===== config.mk =====
export PLATFORM = sky130hd
export DESIGN_NAME = utf8_to_codepoint_decoder_top
export DESIGN_NICKNAME = d
export VERILOG_FILES = /design/src/rtl/ucd_pkg.sv /design/src/rtl/utf8_to_codepoint_decoder_top.sv /design/src/rtl/ucd_decode.sv /design/src/rtl/ucd_rsp_queue.sv
export SDC_FILE = /design/constraint.sdc
export NUM_CORES = 1
export LEC_CHECK = 0
export ABC_AREA = 1
export BUFFER_PORTS_ARGS = -buffer_cell sky130_fd_sc_hd__buf_2
export CAP_MARGIN = 20
export CORE_MARGIN = 2
export CORE_UTILIZATION = 48
export DETAILED_ROUTE_END_ITERATION = 8
export GPL_TIMING_DRIVEN = 1
export PLACE_DENSITY_LB_ADDON = 0.1
export SLEW_MARGIN = 20
export SYNTH_ARGS = -nofsm -noshare
export SYNTH_HDL_FRONTEND = slang
export SYNTH_HIERARCHICAL = 1
export SYNTH_SLANG_ARGS = --single-unit

===== constraint.sdc =====
create_clock -name clock -period 4.1 [get_ports clock]
set_input_delay 0 -clock clock [delete_from_list [all_inputs] [get_ports clock]]
set_output_delay 0 -clock clock [all_outputs]
set_load 0.02 [all_outputs]

===== src/rtl/ucd_pkg.sv =====
// ----------------------------------------------------------------------------
// UTF-8 decoder package
// Shared types, constants and decode helpers for the UTF-8 to code point
// decoder and its submodules.
// ----------------------------------------------------------------------------
package ucd_pkg;

   // Field widths of the streams.
   localparam int BYTE_W     = 8;
   localparam int CP_W       = 21;
   localparam int RSP_DATA_W = 24;

   // Depth of the result queue; an item is decoded only while two entries are free.
   localparam int QUEUE_DEPTH = 4;
   localparam int QUEUE_CNT_W = $clog2(QUEUE_DEPTH + 1);

   // Code points that pass the control character filter.
   localparam logic [CP_W-1:0] CP_MIN_PRINT = 21'd32;
   localparam logic [CP_W-1:0] CP_TAB       = 21'd9;

   // What a byte announces when it stands where a lead is expected.
   typedef enum logic [2:0] {
      LEAD_BAD,
      LEAD_ONE,
      LEAD_TWO,
      LEAD_THREE,
      LEAD_FOUR
   } lead_type;

   // One result word as it waits in the queue.
   typedef struct packed {
      logic [CP_W-1:0] code_point;
      logic            run_last;
   } rsp_entry_type;

   // Results that one decoded byte hands to the queue.
   typedef struct packed {
      logic [1:0]    count;
      rsp_entry_type first;
      rsp_entry_type second;
   } push_type;

   // Classify a byte by its leading bits.
   function automatic lead_type lead_kind(input logic [BYTE_W-1:0] b);
      lead_type kind;
      priority if (b[7] == 1'b0)             kind = LEAD_ONE;
      else if (b[7:5] == 3'b110)             kind = LEAD_TWO;
      else if (b[7:4] == 4'b1110)            kind = LEAD_THREE;
      else if (b[7:3] == 5'b11110)           kind = LEAD_FOUR;
      else                                   kind = LEAD_BAD;
      return kind;
   endfunction

   // A code point is delivered if it is printable or a tab.
   function automatic logic keep_cp(input logic [CP_W-1:0] cp);
      return (cp >= CP_MIN_PRINT) || (cp == CP_TAB);
   endfunction

   // Build a code point from the held bytes and the final byte.
   // held is the number of bytes held before the final one, lead included.
   function automatic logic [CP_W-1:0] assemble(input logic [BYTE_W-1:0] h0,
                                                input logic [BYTE_W-1:0] h1,
                                                input logic [BYTE_W-1:0] h2,
                                                input logic [BYTE_W-1:0] b,
                                                input logic [1:0]        held);
      logic [CP_W-1:0] cp;
      unique case (held)
         2'd1: cp = {10'd0, h0[4:0], b[5:0]};
         2'd2: cp = {5'd0, h0[3:0], h1[5:0], b[5:0]};
         2'd3: cp = {h0[2:0], h1[5:0], h2[5:0], b[5:0]};
         default: cp = {13'd0, b};
      endcase
      return cp;
   endfunction

endpackage


===== src/rtl/utf8_to_codepoint_decoder_top.sv =====
// ----------------------------------------------------------------------------
// UTF-8 to code point decoder
// Lenient UTF-8 byte stream decoder that emits 21-bit code points.
// ----------------------------------------------------------------------------
// Usage:
// The request stream carries one byte per word on req_tdata, with req_tlast
// marking the last byte of a buffer. The response stream carries one code
// point per word on rsp_tdata; rsp_tlast marks the last word that a given
// byte produced. A byte may produce no word (lead, trailing, stray or
// filtered control byte), one word, or two words when a buffer ends in the
// middle of a sequence and the bytes after the dropped lead decode again.
// An accepted byte passes from the input register through the single-pass
// decode into the result queue, and its first word is offered from the
// head of that queue.
// Throughput: one byte per cycle, set by the single-pass decode between the
// input register and a four-entry result queue. A byte is decoded only while
// the queue holds at most two words, so the queue absorbs the extra word of
// a two-word byte; the input waits only when three or more words are
// still queued.
// When the receiver stalls, the queue fills and req_tready drops once the
// input register holds a byte that cannot be decoded yet; nothing is lost.
// Reset clears the pending sequence, the input register and the queue.
// ----------------------------------------------------------------------------
module utf8_to_codepoint_decoder_top (
   input  logic                              clock,
   input  logic                              reset,
   input  logic                              req_tvalid,
   output logic                              req_tready,
   input  logic [7:0]                        req_tdata,   // [7:0] byte_in
   input  logic                              req_tlast,
   output logic                              rsp_tvalid,
   input  logic                              rsp_tready,
   output logic [ucd_pkg::RSP_DATA_W-1:0]    rsp_tdata,   // [20:0] code_point, rest zero
   output logic                              rsp_tlast
);

   logic                       in_valid_ff;
   logic [ucd_pkg::BYTE_W-1:0] in_byte_ff;
   logic                       in_end_ff;
   logic                       space_ok;
   logic                       advance;
   ucd_pkg::push_type          push;
   ucd_pkg::rsp_entry_type     head;

   // The staged byte is decoded when the queue has room for two words.
   assign advance    = in_valid_ff && space_ok;
   assign req_tready = !in_valid_ff || space_ok;

   // Input register valid flag.
   always_ff @(posedge clock) begin
      if (reset) begin
         in_valid_ff <= 1'b0;
      end else if (req_tready) begin
         in_valid_ff <= req_tvalid;
      end
   end

   // Input register payload.
   always_ff @(posedge clock) begin
      if (req_tvalid && req_tready) begin
         in_byte_ff <= req_tdata;
         in_end_ff  <= req_tlast;
      end
   end

   ucd_decode u_decode (
      .clock      (clock),
      .reset      (reset),
      .advance    (advance),
      .byte_in    (in_byte_ff),
      .buffer_end (in_end_ff),
      .push       (push)
   );

   ucd_rsp_queue u_rsp_queue (
      .clock      (clock),
      .reset      (reset),
      .push       (push),
      .space_ok   (space_ok),
      .rsp_tvalid (rsp_tvalid),
      .rsp_tready (rsp_tready),
      .head       (head)
   );

   // Response word packing.
   assign rsp_tdata = {{(ucd_pkg::RSP_DATA_W - ucd_pkg::CP_W){1'b0}}, head.code_point};
   assign rsp_tlast = head.run_last;

endmodule


===== src/rtl/ucd_decode.sv =====
// ----------------------------------------------------------------------------
// UTF-8 decode stage
// Holds the partial sequence and turns the staged byte into zero to two
// result words in one pass, including the replay at a buffer end.
// ----------------------------------------------------------------------------
module ucd_decode (
   input  logic                         clock,
   input  logic                         reset,
   input  logic                         advance,
   input  logic [ucd_pkg::BYTE_W-1:0]   byte_in,
   input  logic                         buffer_end,
   output ucd_pkg::push_type            push
);

   // Sequence state: held bytes carry no reset, the counts do.
   logic [ucd_pkg::BYTE_W-1:0] held0_ff, held1_ff, held2_ff;
   logic [ucd_pkg::BYTE_W-1:0] held0_in, held1_in, held2_in;
   logic [1:0]                 held_count_ff, held_count_in;
   logic [1:0]                 needed_ff, needed_in;

   ucd_pkg::lead_type          kind;
   ucd_pkg::lead_type          kind_a;
   ucd_pkg::lead_type          kind_b;
   logic [ucd_pkg::BYTE_W-1:0] replay_a;
   logic [ucd_pkg::CP_W-1:0]   cp0, cp1;
   logic                       v0, v1;

   // Decode the staged byte against the held sequence.
   always_comb begin
      held0_in      = held0_ff;
      held1_in      = held1_ff;
      held2_in      = held2_ff;
      held_count_in = held_count_ff;
      needed_in     = needed_ff;
      cp0           = '0;
      cp1           = '0;
      v0            = 1'b0;
      v1            = 1'b0;
      kind          = ucd_pkg::lead_kind(byte_in);
      replay_a      = held1_ff;
      kind_a        = ucd_pkg::lead_kind(replay_a);
      kind_b        = kind;

      if (needed_ff == 2'd0) begin
         // Idle: a byte here is a lead, an ASCII byte or a stray byte.
         unique case (kind)
            ucd_pkg::LEAD_ONE: begin
               cp0 = {13'd0, byte_in};
               v0  = ucd_pkg::keep_cp(cp0);
            end
            ucd_pkg::LEAD_TWO, ucd_pkg::LEAD_THREE, ucd_pkg::LEAD_FOUR: begin
               if (!buffer_end) begin
                  held0_in      = byte_in;
                  held_count_in = 2'd1;
                  unique case (kind)
                     ucd_pkg::LEAD_TWO:   needed_in = 2'd1;
                     ucd_pkg::LEAD_THREE: needed_in = 2'd2;
                     default:             needed_in = 2'd3;
                  endcase
               end
            end
            default: ;
         endcase
      end else if (needed_ff == 2'd1) begin
         // Final trailing byte completes the sequence.
         cp0           = ucd_pkg::assemble(held0_ff, held1_ff, held2_ff, byte_in,
                                           held_count_ff);
         v0            = ucd_pkg::keep_cp(cp0);
         held_count_in = 2'd0;
         needed_in     = 2'd0;
      end else if (buffer_end) begin
         // Buffer ends early: drop the lead and decode what follows it again.
         held_count_in = 2'd0;
         needed_in     = 2'd0;
         if (held_count_ff == 2'd2) begin
            if (kind_a == ucd_pkg::LEAD_ONE) begin
               cp0 = {13'd0, replay_a};
               v0  = ucd_pkg::keep_cp(cp0);
               if (kind_b == ucd_pkg::LEAD_ONE) begin
                  cp1 = {13'd0, byte_in};
                  v1  = ucd_pkg::keep_cp(cp1);
               end
            end else if (kind_a == ucd_pkg::LEAD_TWO) begin
               cp0 = {10'd0, replay_a[4:0], byte_in[5:0]};
               v0  = ucd_pkg::keep_cp(cp0);
            end else if (kind_b == ucd_pkg::LEAD_ONE) begin
               cp1 = {13'd0, byte_in};
               v1  = ucd_pkg::keep_cp(cp1);
            end
         end else if (kind_b == ucd_pkg::LEAD_ONE) begin
            cp0 = {13'd0, byte_in};
            v0  = ucd_pkg::keep_cp(cp0);
         end
      end else begin
         // Another trailing byte: keep it and wait for the rest.
         unique case (held_count_ff)
            2'd1:    held1_in = byte_in;
            2'd2:    held2_in = byte_in;
            default: ;
         endcase
         held_count_in = held_count_ff + 2'd1;
         needed_in     = needed_ff - 2'd1;
      end
   end

   // Pack the surviving results; the last one carries the run marker.
   always_comb begin
      push = '0;
      if (v0 && v1) begin
         push.count             = 2'd2;
         push.first.code_point  = cp0;
         push.first.run_last    = 1'b0;
         push.second.code_point = cp1;
         push.second.run_last   = 1'b1;
      end else if (v0 || v1) begin
         push.count            = 2'd1;
         push.first.code_point = v0 ? cp0 : cp1;
         push.first.run_last   = 1'b1;
      end
      if (!advance) begin
         push.count = 2'd0;
      end
   end

   // Sequence counters.
   always_ff @(posedge clock) begin
      if (reset) begin
         held_count_ff <= 2'd0;
         needed_ff     <= 2'd0;
      end else if (advance) begin
         held_count_ff <= held_count_in;
         needed_ff     <= needed_in;
      end
   end

   // Held bytes.
   always_ff @(posedge clock) begin
      if (advance) begin
         held0_ff <= held0_in;
         held1_ff <= held1_in;
         held2_ff <= held2_in;
      end
   end

   // A pending sequence always holds its lead, and lead plus missing bytes fit.
   a_held_lead: assert property (@(posedge clock) disable iff (reset)
      (needed_ff != 2'd0) |-> (held_count_ff != 2'd0))
      else $error("sequence pending without a held lead");

   a_seq_len: assert property (@(posedge clock) disable iff (reset)
      (needed_ff != 2'd0) |->
         (({1'b0, held_count_ff} + {1'b0, needed_ff}) >= 3'd2) &&
         (({1'b0, held_count_ff} + {1'b0, needed_ff}) <= 3'd4))
      else $error("held and missing bytes do not form a valid sequence");

endmodule


===== src/rtl/ucd_rsp_queue.sv =====
// ----------------------------------------------------------------------------
// Result queue
// Small shift queue that takes up to two result words per cycle and hands
// them out one at a time on the result stream.
// ----------------------------------------------------------------------------
module ucd_rsp_queue (
   input  logic                     clock,
   input  logic                     reset,
   input  ucd_pkg::push_type        push,
   output logic                     space_ok,
   output logic                     rsp_tvalid,
   input  logic                     rsp_tready,
   output ucd_pkg::rsp_entry_type   head
);

   localparam int DEPTH = ucd_pkg::QUEUE_DEPTH;
   localparam int CNT_W = ucd_pkg::QUEUE_CNT_W;

   ucd_pkg::rsp_entry_type q_ff [DEPTH];
   ucd_pkg::rsp_entry_type q_in [DEPTH];
   logic [CNT_W-1:0]       count_ff, count_in;
   logic [CNT_W-1:0]       base;
   logic                   pop;

   assign rsp_tvalid = (count_ff != '0);
   assign head       = q_ff[0];
   assign pop        = rsp_tvalid && rsp_tready;
   assign space_ok   = (count_ff <= CNT_W'(DEPTH - 2));

   // Shift out the word taken this cycle, then append the new words.
   always_comb begin
      base = count_ff - CNT_W'(pop);
      for (int i = 0; i < DEPTH - 1; i++) begin
         q_in[i] = pop ? q_ff[i + 1] : q_ff[i];
      end
      q_in[DEPTH-1] = q_ff[DEPTH-1];
      for (int i = 0; i < DEPTH; i++) begin
         if ((push.count != 2'd0) && (CNT_W'(i) == base)) begin
            q_in[i] = push.first;
         end
         if ((push.count == 2'd2) && (CNT_W'(i) == base + CNT_W'(1))) begin
            q_in[i] = push.second;
         end
      end
      count_in = base + CNT_W'(push.count);
   end

   // Fill level.
   always_ff @(posedge clock) begin
      if (reset) begin
         count_ff <= '0;
      end else begin
         count_ff <= count_in;
      end
   end

   // Queue words.
   always_ff @(posedge clock) begin
      for (int i = 0; i < DEPTH; i++) begin
         q_ff[i] <= q_in[i];
      end
   end

   // Words arrive only while two entries are free, so the queue never overflows.
   a_push_space: assert property (@(posedge clock) disable iff (reset)
      (push.count != 2'd0) |-> space_ok)
      else $error("result words pushed without room");

   a_count_max: assert property (@(posedge clock) disable iff (reset)
      count_ff <= CNT_W'(DEPTH))
      else $error("result queue fill level out of range");

endmodule


==> out/qor.csv <==
metric;value;unit
RD Place Congestion;0.923;
area leader, netlist;edfxtp_1;
IO buf count;36;
final worst path period share;91.2;%
clock power share;34.3;%
crit-path max FO;18;
Final Core Density;56.8;%
largest net degree at the start of global routing;71;
layout cells sized above 1;11.8;%
critical path class;register to register;
pwr/cell area;565;mW/mm²
peak supply drop;0.299;mV
crit path buf inv count;6;
Final Skew;0.0109;ns
vias in the first global route;5724;
DR DRC count;0;
Hold Fails Final Rpt;0;
top post-synthesis cells by area;edfxtp_1 46%, nand2_1 14%, nand3_1 11%;
Clk pin slew, worst setup/hold paths;0.06;ns
Post-DRT Antenna Nets;0;
Reg power frac;37.7;%
status;completed;
HP Class;input pin to register;
FF-to-FF path depth;18;
row count;45;
number of synthesized flops with an enable pin;116;
first-pass GRT wire length;29700;µm
Comb pwr share;28.0;%
Slew Limit Fails;0;
wire per inst;14.1;µm
DRT iter0 DRCs;553;
Crit path depth;18;
CTS buffer count;17;
Critical Path Sink Type;register;
register area share after synthesis;47.9;%
Setup TNS;0;ns
Clock Tree Root;clkbuf_16;
Detailed Route WL;17700;µm
Mapped Area;0.00760;mm²
cell family with most CP delay;simple AND/OR/NAND/NOR gates;
post-synthesis cell type count;38;
Final Critical Period;3.74;ns
Final HPWL DP;13100;µm
Startpoint Class;register;
max incr delay on CP;0.55;ns
synthesized area per cell;7.71;µm²
Yosys top cell area share;45.8;%
die span in y;130;µm
max cap viols;0;
Worst Path Required;4.27;ns
slew margin rel.;51.6;%
Die Width;130;µm
antenna violations before repair;0;
share of async-settable or async-resettable flops after synthesis;0;%
DR pass1 iterations;7;
core area;0.0153;mm²
ANT cells;0;
ys flop type;edfxtp_1;
htree depth;4;
Lkg Pwr;3.92;nW
Fmax;267;MHz
commonest non-fill, non-tap cells in the layout;287 x nand2_1, 173 x nand3_1, 135 x inv_1, 116 x edfxtp_1, 76 x nor2_1;
crit-path cells;inv_1, ha_1, inv_1, nor2_2, inv_2, nor2_4, inv_1, nor2_1, ha_1, nand2_1, inv_1, nor2_1, nor2_2, nand2_2, buf_4, nand2_1, nand3_1, nand2_1;
area of the multi-input gates;0.00310;mm²
gr usage total;22.6;%
Initial Utilization;49.6;%
GRT overflow;0;
io pins;40;
Slew @ Worst Pin;0.726;ns
unrepaired setup endpoints after global routing;true;
Crit path arrival time;3.91;ns
Die ar.;0.0169;mm²
critical path's slowest cell;ha_1;
hold path cells;3;
sw frac;33.4;%
Post-CTS Setup Inserts;0;
clock tree sinks;124;
cell repeated most along the worst path;inv_1;
fin nets;1054;
Net Sw Power;1.64;mW
Yosys reg bits;124;
Cells after Synth;986;
register area;0.00364;mm²
Setup violations, final;0;
commonest non-fill, non-tap cell in the layout;nand2_1;
area grow syn2layout;14.4;%
Fillers;1435;
Vias/cell;5.04;
DR vias;6306;
clk_lat worst skew;0.42;ns
Yosys warnings;6;
CTS tree;done;
internal power;3.27;mW
largest buffer count on any clock path;2;
==> through the flow <==
step	cell area, µm²	total power [mW]	std cells	hold WS, ns	worst slack (ns)
2_1_floorplan	7650	2.91	1001	0.0624	0.404
3_3_place_gp	7910	3.23	1209	0.177	0.352
3_5_place_dp	7910	3.23	1209	0.178	0.347
4_1_cts	8680	4.93	1252	0.200	0.316
5_1_grt	8690	5.21	1252	0.112	-0.000530
6_report	8690	4.91	1252	0.0774	0.361
==> worst register-to-register path, delay by kind of cell (launching register included) <==
kind	cells	cell delay [ns]
flip-flops	1	0.35
adder cells (fa/ha/maj)	2	0.82
AND/OR/NAND/NOR	10	1.47
buffers and inverters	6	0.86
==> metal layers <==
metal / vias to the layer above / global-route usage, % / wire length, µm / part of all wire, %
li1: 3254 / - / - / -
met1: 2825 / 31.3 / 8260 / 47
met2: 202 / 36.4 / 8150 / 46
met3: 25 / 4.10 / 1020 / 5.8
met4: 0 / 7.15 / 267 / 1.5
met5: - / 0 / 0 / 0
==> path summary, 6_finish.rpt <==
| check | slack, ns | to | from |
|---|---|---|---|
| setup / recovery | 0.36 | u_rsp_queue/q_ff[2][6] | u_decode/held_count_ff[0] |
| hold / removal | 0.08 | in_end_ff | req_tvalid |
| setup reg to reg | 0.36 | u_rsp_queue/q_ff[2][6] | u_decode/held_count_ff[0] |
| hold reg to reg | 0.55 | u_decode/needed_ff[1] | u_decode/needed_ff[1] |
==> flip-flops by register name, indices dropped and copies added (netlist names) <==
| name | flops |
|---|---|
| u_decode/held2_ff | 6 |
| in_byte_ff | 8 |
| u_rsp_queue/q_ff | 88 |
| u_decode/needed_ff | 2 |
| in_valid_ff | 1 |
| u_rsp_queue/count_ff | 3 |
| u_decode/held1_ff | 8 |
| u_decode/held_count_ff | 2 |
| u_decode/held0_ff | 5 |
| in_end_ff | 1 |
==> logic make-up after synthesis <==
| family | after synthesis | share of synthesized area, % |
|---|---|---|
| simple gates | 561 | 31.7 |
| buf+inv | 206 | 12.0 |
| flops | 124 | 47.9 |
| compound gates | 80 | 5.98 |
| fa+ha+maj | 13 | 2.24 |
| other cells | 2 | 0.0988 |
==> power by group through the flow <==
stage,combinational [mW],clock (mW),sequential (mW)
after detailed placement,1.36,0,1.88
after floorplan,0.922,0,1.99
after CTS,1.37,1.71,1.85
after global routing,1.56,1.76,1.88
after global placement,1.36,0,1.88
final,1.38,1.69,1.85
==> area by class of cell <==
| cell class | instances | share of cell area, % |
|---|---|---|
| Sequential cell | 124 | 41.9 |
| Clock buffer | 17 | 4.89 |
| Clock inverter | 15 | 2.71 |
| Inverter | 144 | 6.26 |
| Tap cell | 211 | 3.04 |
| Multi-Input combinational cell | 671 | 35.7 |
| Timing Repair Buffer | 70 | 5.47 |
==> Yosys cell counts (4+ instances only) <==
master	n
a21oi_1	42
buf_2	25
buf_4	20
buf_6	4
clkbuf_1	10
dfxtp_1	8
edfxtp_1	116
ha_1	12
inv_1	136
inv_2	8
nand2_1	287
nand2_2	7
nand3_1	173
nand3_2	4
nor2_1	76
nor2_2	5
o211ai_1	4
o21ai_0	17
==> repair_timing <==
item,CTS,global route
setup endpoints to repair,0,4
hold buffers,11,0
gates resized for setup,0,1
endpoints found under the hold margin,17,0
No activity file was read; power rests on OpenSTA's default activity.
